### src/rtl/core/orq_pkg.sv
`timescale 1ns / 1ps
// Shared types and constants for the ordered ready queue.
// Used by orq_cell and ordered_ready_queue; depends on nothing else.
package orq_pkg;

    localparam int DEPTH   = 16;
    localparam int ID_W    = 16;
    localparam int PRIO_W  = 16;
    localparam int CNT_W   = $clog2(DEPTH + 1);

    typedef enum logic [1:0] {
        FUNC_ORDERED = 2'd0,
        FUNC_FRONT   = 2'd1,
        FUNC_REMOVE  = 2'd2,
        FUNC_QUERY   = 2'd3
    } t_func;

    typedef enum logic [1:0] {
        STAT_DONE     = 2'd0,
        STAT_NOTFOUND = 2'd1,
        STAT_FULL     = 2'd2
    } t_status;

    typedef enum logic [1:0] {
        CMD_NONE    = 2'd0,
        CMD_ORDERED = 2'd1,
        CMD_FRONT   = 2'd2,
        CMD_REMOVE  = 2'd3
    } t_cmd_kind;

    typedef struct packed {
        logic              valid;
        logic [ID_W-1:0]   id;
        logic [PRIO_W-1:0] prio;
    } t_entry;

    typedef struct packed {
        t_cmd_kind         kind;
        logic [ID_W-1:0]   id;
        logic [PRIO_W-1:0] prio;
    } t_cmd;

endpackage

### src/rtl/core/ordered_ready_queue.sv
`timescale 1ns / 1ps
// Top level of the ordered ready queue: a row of orq_cell slots, fill count, result register.
// Depends on orq_pkg and orq_cell.
//
//  Channel   Handshake            Word
//  request   i_valid / o_ready    i_func, i_thread_id, i_priority_req
//  result    o_valid / i_ready    o_status, o_found, o_count, o_head_valid, o_head_id
//
// One request word is taken per clock cycle while the result register is free or being taken,
// and its result word is captured in the result register at the accepting edge. The result
// comes from the compare-and-shift pass through the row of DEPTH cells: each cell compares in
// parallel and a one-bit chain picks the first matching slot.
// Reset (synchronous, active low) empties the queue; slot contents are not cleared.
// A stalled result holds o_ready low only while the result register is full and not taken.
module ordered_ready_queue
    import orq_pkg::*;
(
    input  logic              i_clk,
    input  logic              i_rst_n,
    input  logic              i_valid,
    output logic              o_ready,
    input  logic [1:0]        i_func,
    input  logic [ID_W-1:0]   i_thread_id,
    input  logic [PRIO_W-1:0] i_priority_req,
    output logic              o_valid,
    input  logic              i_ready,
    output logic [1:0]        o_status,
    output logic              o_found,
    output logic [CNT_W-1:0]  o_count,
    output logic              o_head_valid,
    output logic [ID_W-1:0]   o_head_id
);

    logic               accept;
    logic               full;
    logic               found;
    t_cmd               cmd;
    t_status            status;
    logic [CNT_W-1:0]   n_fill;
    logic [CNT_W-1:0]   r_fill;
    logic               r_out_valid;
    t_status            r_status;
    logic               r_found;
    logic [CNT_W-1:0]   r_count;
    logic               r_head_valid;
    logic [ID_W-1:0]    r_head_id;

    t_entry             cur   [DEPTH];
    t_entry             nxt   [DEPTH];
    logic [DEPTH:0]     ins_chain;
    logic [DEPTH:0]     id_chain;

    // The result register parts the two sides: a new word enters whenever the
    // held result is absent or is being taken in this cycle.
    assign o_ready = !r_out_valid || i_ready;
    assign accept  = i_valid && o_ready;
    assign full    = (r_fill == CNT_W'(DEPTH));
    assign found   = id_chain[DEPTH];

    // Decode the request into a cell command. Refused inserts and queries leave the cells alone.
    always_comb begin
        cmd    = '{kind: CMD_NONE, id: i_thread_id, prio: i_priority_req};
        status = STAT_DONE;
        n_fill = r_fill;
        unique case (t_func'(i_func))
            FUNC_ORDERED, FUNC_FRONT: begin
                if (full) begin
                    status = STAT_FULL;
                end else begin
                    cmd.kind = (t_func'(i_func) == FUNC_ORDERED) ? CMD_ORDERED : CMD_FRONT;
                    n_fill   = r_fill + CNT_W'(1);
                end
            end
            FUNC_REMOVE: begin
                if (found) begin
                    cmd.kind = CMD_REMOVE;
                    n_fill   = r_fill - CNT_W'(1);
                end else begin
                    status = STAT_NOTFOUND;
                end
            end
            FUNC_QUERY: begin
                status = found ? STAT_DONE : STAT_NOTFOUND;
            end
            default: begin
            end
        endcase
        if (!accept) begin
            cmd.kind = CMD_NONE;
        end
    end

    // Slot 0 is the head. Inserts shift toward the tail, removals toward the head.
    assign ins_chain[0] = 1'b0;
    assign id_chain[0]  = 1'b0;

    genvar g;
    generate
        for (g = 0; g < DEPTH; g++) begin : g_cell
            t_entry left_e;
            t_entry right_e;
            if (g == 0) begin : g_first
                assign left_e = '0;
            end else begin : g_mid
                assign left_e = cur[g-1];
            end
            if (g == DEPTH - 1) begin : g_last
                assign right_e = '0;
            end else begin : g_inner
                assign right_e = cur[g+1];
            end
            orq_cell u_cell (
                .i_clk       (i_clk),
                .i_rst_n     (i_rst_n),
                .i_cmd       (cmd),
                .i_left      (left_e),
                .i_right     (right_e),
                .i_ins_chain (ins_chain[g]),
                .i_id_chain  (id_chain[g]),
                .o_ins_chain (ins_chain[g+1]),
                .o_id_chain  (id_chain[g+1]),
                .o_entry     (cur[g]),
                .o_next      (nxt[g])
            );
        end
    endgenerate

    always_ff @(posedge i_clk) begin
        if (!i_rst_n) begin
            r_fill      <= '0;
            r_out_valid <= 1'b0;
        end else begin
            if (accept) begin
                r_fill      <= n_fill;
                r_out_valid <= 1'b1;
            end else if (i_ready) begin
                r_out_valid <= 1'b0;
            end
        end
    end

    // The count and head report the queue as it stands after the request; found reflects it before.
    always_ff @(posedge i_clk) begin
        if (accept) begin
            r_status     <= status;
            r_found      <= found;
            r_count      <= n_fill;
            r_head_valid <= (n_fill != '0);
            r_head_id    <= (n_fill != '0) ? nxt[0].id : '0;
        end
    end

    assign o_valid      = r_out_valid;
    assign o_status     = r_status;
    assign o_found      = r_found;
    assign o_count      = r_count;
    assign o_head_valid = r_head_valid;
    assign o_head_id    = r_head_id;

endmodule

### src/rtl/core/orq_cell.sv
`timescale 1ns / 1ps
// One slot of the ordered ready queue: holds an entry and shifts with its neighbors.
// Depends on orq_pkg.
module orq_cell
    import orq_pkg::*;
(
    input  logic   i_clk,
    input  logic   i_rst_n,
    input  t_cmd   i_cmd,
    input  t_entry i_left,
    input  t_entry i_right,
    input  logic   i_ins_chain,
    input  logic   i_id_chain,
    output logic   o_ins_chain,
    output logic   o_id_chain,
    output t_entry o_entry,
    output t_entry o_next
);

    logic              r_valid;
    logic [ID_W-1:0]   r_id;
    logic [PRIO_W-1:0] r_prio;
    t_entry            n_entry;
    logic              match;
    logic              hit;
    logic              own;

    // A cell marks the insert point if empty or the new count is not below its own, or always on a front insert.
    assign match       = r_valid && (r_id == i_cmd.id);
    assign hit         = !r_valid || (i_cmd.prio >= r_prio);
    assign own         = (i_cmd.kind == CMD_FRONT) || ((i_cmd.kind == CMD_ORDERED) && hit);
    assign o_ins_chain = i_ins_chain || own;
    assign o_id_chain  = i_id_chain || match;
    assign o_entry     = '{valid: r_valid, id: r_id, prio: r_prio};
    assign o_next      = n_entry;

    always_comb begin
        n_entry = '{valid: r_valid, id: r_id, prio: r_prio};
        case (i_cmd.kind)
            CMD_ORDERED, CMD_FRONT: begin
                if (i_ins_chain) begin
                    n_entry = i_left;
                end else if (own) begin
                    n_entry = '{valid: 1'b1, id: i_cmd.id, prio: i_cmd.prio};
                end
            end
            CMD_REMOVE: begin
                if (o_id_chain) begin
                    n_entry = i_right;
                end
            end
            default: begin
            end
        endcase
    end

    always_ff @(posedge i_clk) begin
        if (!i_rst_n) begin
            r_valid <= 1'b0;
        end else begin
            r_valid <= n_entry.valid;
        end
        r_id   <= n_entry.id;
        r_prio <= n_entry.prio;
    end

endmodule

### config.mk
export PLATFORM = sky130hd
export DESIGN_NAME = ordered_ready_queue
export DESIGN_NICKNAME = d
export VERILOG_FILES = /design/src/rtl/core/orq_pkg.sv /design/src/rtl/core/ordered_ready_queue.sv /design/src/rtl/core/orq_cell.sv
export SDC_FILE = /design/constraint.sdc
export NUM_CORES = 2
export LEC_CHECK = 0
export BUFFER_PORTS_ARGS = -buffer_cell sky130_fd_sc_hd__buf_2
export CAP_MARGIN = 20
export CORE_UTILIZATION = 41
export DETAILED_ROUTE_END_ITERATION = 12
export PLACE_DENSITY = 0.58
export SYNTH_ARGS = -nofsm -noshare
export SYNTH_HDL_FRONTEND = slang
export SYNTH_SLANG_ARGS = --single-unit
### constraint.sdc
create_clock -name i_clk -period 8.43 [get_ports i_clk]
set_input_delay 0.4215 -clock i_clk [delete_from_list [all_inputs] [get_ports i_clk]]
set_output_delay 0.4215 -clock i_clk [all_outputs]
set_load 0.01 [all_outputs]
After elaboration in Yosys (flattened, before gate mapping) --
Index checks and enable logic that the tools add are counted.
Cells by class: add/sub/neg operators 2, order comparisons 16, equality and inequality tests 55, mux-type cells 76, reduce and logical (&&, ||, !) cells 135
Operators by type and width (count):
- $mux 33 | 47
- $pmux 33 s2 | 16
- $eq 16x16->1 | 16
- $ge 16x16->1 | 16
- $logic_or 1x1->1 | 62
- $reduce_and 3->1 | 16
- $ne 3x1->1 const B | 15
- $logic_and 1x1->1 | 33
- $ne 2x1->1 const B | 16
- $logic_not 1->1 | 17
- $mux 2 | 5
- $mux 5 | 2
- $pmux 5 s2 | 1
- $eq 2x2->1 const B | 4
- $pmux 2 s2 | 2
- $reduce_or 2->1 | 3
- $add 5x1->5 const B | 1
- $eq 5x5->1 const B | 1
- $reduce_bool 5->1 | 1
- $sub 5x1->5 const B | 1
- $eq 2x1->1 const B | 2
- $reduce_bool 2->1 | 2
- $mux 1 | 3
- $logic_not 2->1 | 1
- $ne 2x2->1 const B | 1
Storage, ports and cells: flip-flop bits (word level) 559, bits of input ports 38, output and inout port bits 27, logic and storage cells 339

Logic depth before layout (Yosys ltp) --
depth after elaboration 39, mapped depth 27, gate-level depth less buffers 20

Cells and area by module --
Synthesis repeated with hierarchy kept, for this count alone.
Second synthesis, totals: cells, all modules 5447, area, all modules 43211.4 µm²
Modules (own cells, without submodules):
- orq_cell at g_cell[1].u_cell ... | times used 9, cells an instance 342, area each 2703.8 µm², seq. area each 660.6 µm²
- orq_cell at g_cell[0].u_cell ... | times used 7, cells an instance 319, area each 2476.1 µm², seq. area each 660.6 µm²
- ordered_ready_queue | times used 1, cells an instance 136, area each 1544.0 µm², seq. area each 870.8 µm²

Least setup slack after synthesis --
Ideal clock, no wire load.
path kind input -> register, start input port i_thread_id[1], end register g_cell[10].u_cell.r_valid, library setup time 128 ps, arrival 6808 ps, required time 8302 ps, path slack 1494 ps, stages on the path 24, path buffers 4, cells stage by stage buf_6 > buf_12 > xor2_1 > nor4_2 > nand4_1 > o32ai_2 > a311oi_2 > a31o_2 > or2_1 > buf_6 > nand2_1 > nand2_1 > inv_1 > ha_1 > buf_1 > nor2_1 > and3_1 > a41oi_1 > a21oi_1 > o211ai_1 > nor3_2 > a311oi_1 > mux2i_1 > nor2_1
On the way: word-level cells in the longest chain between the ends 34, elaborated cells on any way between the ends 91, those cells by class 21 x eq/ne; 5 x mux; 65 x reduce/logical
Ends and longest elaborated chain:
- start, declared | RTL line ordered_ready_queue.sv:23 | input logic [ID_W-1:0] i_thread_id,
- $eq 16x16->1 | RTL line orq_cell.sv:29 | assign match = r_valid && (r_id == i_cmd.id);
- $logic_and 1x1->1 | RTL line orq_cell.sv:29
- $logic_or 1x1->1 (15 in series) | RTL line orq_cell.sv:33 | assign o_id_chain = i_id_chain || match;
- $mux 2 | RTL line ordered_ready_queue.sv:75 | if (found) begin
- $pmux 2 s2 | RTL line ordered_ready_queue.sv:65 | unique case (t_func'(i_func))
- $mux 2 | RTL line ordered_ready_queue.sv:88 | if (!accept) begin
- $eq 2x1->1 | RTL line orq_cell.sv:31, orq_cell.sv:39
- $logic_and 1x1->1 | RTL line orq_cell.sv:31 | assign own = (i_cmd.kind == CMD_FRONT) || ((i_cmd.kind == CMD_ORDERED) && hit);
- $logic_or 1x1->1 | RTL line orq_cell.sv:31
- $logic_or 1x1->1 (9 in series) | RTL line orq_cell.sv:32 | assign o_ins_chain = i_ins_chain || own;
- $ne 3x1->1 (no line) or $mux 33 (tied branches)
- $reduce_and 3->1 (no line) or $pmux 33 s2 (tied branches)
- end signal, assigned | RTL line orq_cell.sv:61 | r_valid <= n_entry.valid;
- end, declared | RTL line orq_cell.sv:20 | logic r_valid;
Parallel ways exist; a longest one is shown, timed or not. A chain may end at the register's enable or synchronous reset.

Final worst setup path --
start register g_cell[12].u_cell.r_id[14], end register g_cell[15].u_cell.r_id[6] (enable)
On the way: word-level cells in the longest chain between the ends 28, elaborated cells on any way between the ends 63, those cells by class 6 x eq/ne; 3 x mux; 54 x reduce/logical
Ends and longest elaborated chain:
- start, declared | RTL line orq_cell.sv:21 | logic [ID_W-1:0] r_id;
- start signal, assigned | RTL line orq_cell.sv:63 | r_id <= n_entry.id;
- $eq 16x16->1 * | RTL line orq_cell.sv:29
- $logic_and 1x1->1 * | RTL line orq_cell.sv:29
- $logic_or 1x1->1 * (4 in series) | RTL line orq_cell.sv:33
- via found | RTL line ordered_ready_queue.sv:36 | logic found;
- $mux 2 | RTL line ordered_ready_queue.sv:75
- $pmux 2 s2 | RTL line ordered_ready_queue.sv:65
- $mux 2 | RTL line ordered_ready_queue.sv:88
- $eq 2x1->1 | RTL line orq_cell.sv:31, orq_cell.sv:39
- $logic_and 1x1->1 | RTL line orq_cell.sv:31
- $logic_or 1x1->1 | RTL line orq_cell.sv:31
- $logic_or 1x1->1 (14 in series) | RTL line orq_cell.sv:32
- $ne 3x1->1 (no line)
- $reduce_and 3->1 (no line) *
- end signal, assigned | RTL line orq_cell.sv:63
- end, declared | RTL line orq_cell.sv:21
The timed path passes the listed nets; every way through them passes the cells marked *.

==> flow_summary.toml <==
[timing]
setup_viol = 0
fmax_ghz = 0.151
hold_slack_ns = 0.0561
rsz0062_at_grt = "no"
slew_headroom_pct = 30.6
fin_crit_sh_pct = 78.3
fin_ws_ns = 1.83
finalHoldViolCount = 0
finClkSkew_ns = 0.0294
drv_slew = 0
period_minus_slack_ns = 6.60
tns_ns = 0
tightest_slew_ns = 1.04

[power_and_ir_drop]
cellPowerDensity_nw_per_um2 = 198
vdd_drop_max_v = 0.000119
total_power_w = 0.00794
p_leak_nw = 16.7

[global_routing]
grt.overflow.total = 0
grt_pass1_vias = 27300
track_usage_pct = 22.6
antenna_found_initial = 1
grt_pass1_wl_um = 162000
grt_max_degree = 194

[floorplan]
pin_count = 65
fp.dieH_um = 302
core_um2 = 88800
start_util_pct = 41.6
die_w_um = 302
die_area_um2 = 91200
rows = 109

[placed_design]
place_congestion = 0.842
dp_hpwl_um = 75400
port_buffers = 64
dp_slack_ns = 1.36

[run_status]
violations = "design-rule violations"
outcome = "finished, violations left"

[run]
drv_cap = 0

[cts]
cts-resized-gates = 0
clk_path_buf_depth = 3
tritoncts = "done"
clk_latency_ns = 0.62
root_buffer = "clkbuf_16"
clkSinkCount = 559
cts_htree_levels = 3
post-cts-setup-buffers = 0
cts_inserted_buffers = 68
path_clk_slew_ns = 0.06
cts_hold_buf = 0

[worst_hold_path]
hold_class = "primary input to register"

[critical_path]
worst-setup-path-type = "register to register"
critPathLaunchType = "register"
worst_setup_path_end_kind = "register"
cp_max_fo = 33
cp.required_ns = 8.67
cp.arrival_ns = 6.84

[final_layout]
drive_gt1_share_pct = 7.38
area_growth_pct = 8.88
fill_cells = 8446
nets = 3937
fin_util_pct = 45.3

[route]
via_per_inst = 5.73
postRouteAntennaNets = 0
drc = 8
drt-initial-drc-count = 2662
drt-total-wl_um = 104000
firstDrtPassIters = 10
drt-wirelength-per-cell_um = 21.5
vias = 27800

[logic_synthesis]
syn-num-nets = 3997
synth_area_per_cell_um2 = 9.98
synth_edf_count = 521
yosysWarnings = 0
netlist_area_um2 = 36900
synth_seq_cells = 559
async_flop_share_pct = 0
synth_seq_area_share_pct = 44.5
netlist_instances = 3697
synth.distinct_cells = 86
ys.flop_type = "edfxtp_1"
cells in the mapped netlist, types with 7 or more instances:
cell type	n	area (um^2)
edfxtp_1	521	15600
inv_1	401	1510
a21oi_1	371	1860
nand2_1	298	1120
ha_1	262	3280
a22oi_1	219	1640
mux2i_1	208	2080
o21ai_0	200	1000
clkbuf_1	177	664
xor2_1	152	1330
nor2_1	119	447
xnor2_1	107	937
a32oi_1	96	841
a21o_1	75	563
nand4_1	52	325
nor4_1	39	244
dfxtp_1	38	761
buf_6	29	327
nor3_1	29	145
buf_2	27	135
nand2b_1	23	144
nand3_1	23	115
buf_1	19	71.3
nor2b_1	19	119
and2_1	16	100
and3_1	13	81.3
a211oi_1	12	90.1
a21oi_2	10	87.6
o21a_1	9	67.6
o211ai_1	8	60.1
or3_1	7	43.8
routing by layer:
metal / global-route usage, % / part of all wire [%] / vias up
met2: 36.0 / 45 / 830
met4: 6.05 / 2.1 / 0
li1: - / - / 13300
met5: 0 / 0 / -
met3: 3.05 / 5.6 / 119
met1: 32.3 / 47 / 13500
path summary, 6_finish.rpt:
kind | startpoint | to | slack (ns) | depth (start not counted)
setup / recovery | g_cell[12].u_cell.r_id[14] | g_cell[15].u_cell.r_id[6] | 1.83 | 17
hold / removal | i_valid | o_valid | 0.06 | 3
setup reg to reg | g_cell[12].u_cell.r_id[14] | g_cell[15].u_cell.r_id[6] | 1.83 | 17
hold reg to reg | g_cell[12].u_cell.r_valid | g_cell[12].u_cell.r_valid | 0.47 | 2
sequential cells by signal, summed over array words and instances, names as in the netlist:
signal and flops:
g_cell.u_cell.r_id 256, o_head_id 16, r_fill 5, g_cell.u_cell.r_prio 256
o_valid 1, o_found 1, o_head_valid 1, o_status 2
g_cell.u_cell.r_valid 16, o_count 5
worst max-delay path, cell delays in order (launching register included):
cell	delay, ns
edfxtp_1	0.46
xnor2_1	0.35
nand3_1	0.24
nor4_1	0.51
a2111oi_2	0.25
nand3_1	0.23
nor2_1	0.08
or4_1	0.54
inv_1	0.14
ha_1	0.26
clkinv_1	0.40
o21ai_0	0.75
a21oi_4	0.10
o211ai_1	0.35
or4b_1	0.69
nor4_2	0.17
a211oi_4	0.23
buf_4	0.46
layout make-up:
| cell class | count | area, um^2 | area share, % |
|---|---|---|---|
| antenna | 1 | 2.50 | 0.00623 |
| clock buffer | 89 | 1820 | 4.53 |
| clock inverter | 28 | 240 | 0.598 |
| inverter | 405 | 1520 | 3.78 |
| multi-input combinational | 2475 | 17900 | 44.5 |
| sequential | 559 | 16400 | 40.8 |
| tap | 1165 | 1460 | 3.63 |
| timing repair buffer | 128 | 858 | 2.14 |
cells in the final DEF, fill, tap and decap left out, types with 64 or more instances in the layout:
cell	count
a21o_1	75
a32oi_1	96
clkbuf_16	69
buf_2	64
mux2i_1	208
xnor2_1	107
nor2_1	117
nand2_1	297
edfxtp_1	521
xor2_1	152
ha_1	260
a22oi_1	219
a21oi_1	369
inv_1	400
o21ai_0	200
through the flow:
stage | std cells | instance area, um^2
after floorplan | 3697 | 36900
after global placement | 4731 | 38100
after detailed placement | 4731 | 38100
after CTS | 4848 | 40200
after global routing | 4850 | 40200
final | 4850 | 40200
report_power, final:
part	total [W]	switching (W)	internal [W]
Combinational	0.00161	0.00102	0.000594
Sequential	0.00351	0.000165	0.00335
Clock	0.00282	0.00120	0.00161
Total	0.00794	0.00238	0.00556
cell families (layout without fill, tap and decap cells):
family	count (synthesis)	count (layout)	synth area share [%]
compound gates	1081	1081	18.8
simple gates	664	664	8.49
buf+inv	663	650	7.57
flops	559	559	44.5
fa+ha+maj	262	262	8.88
xor+xnor	260	260	6.19
mux	208	208	5.64
other cells	0	1	0
Note: power is estimated with default switching activity, not from simulation.
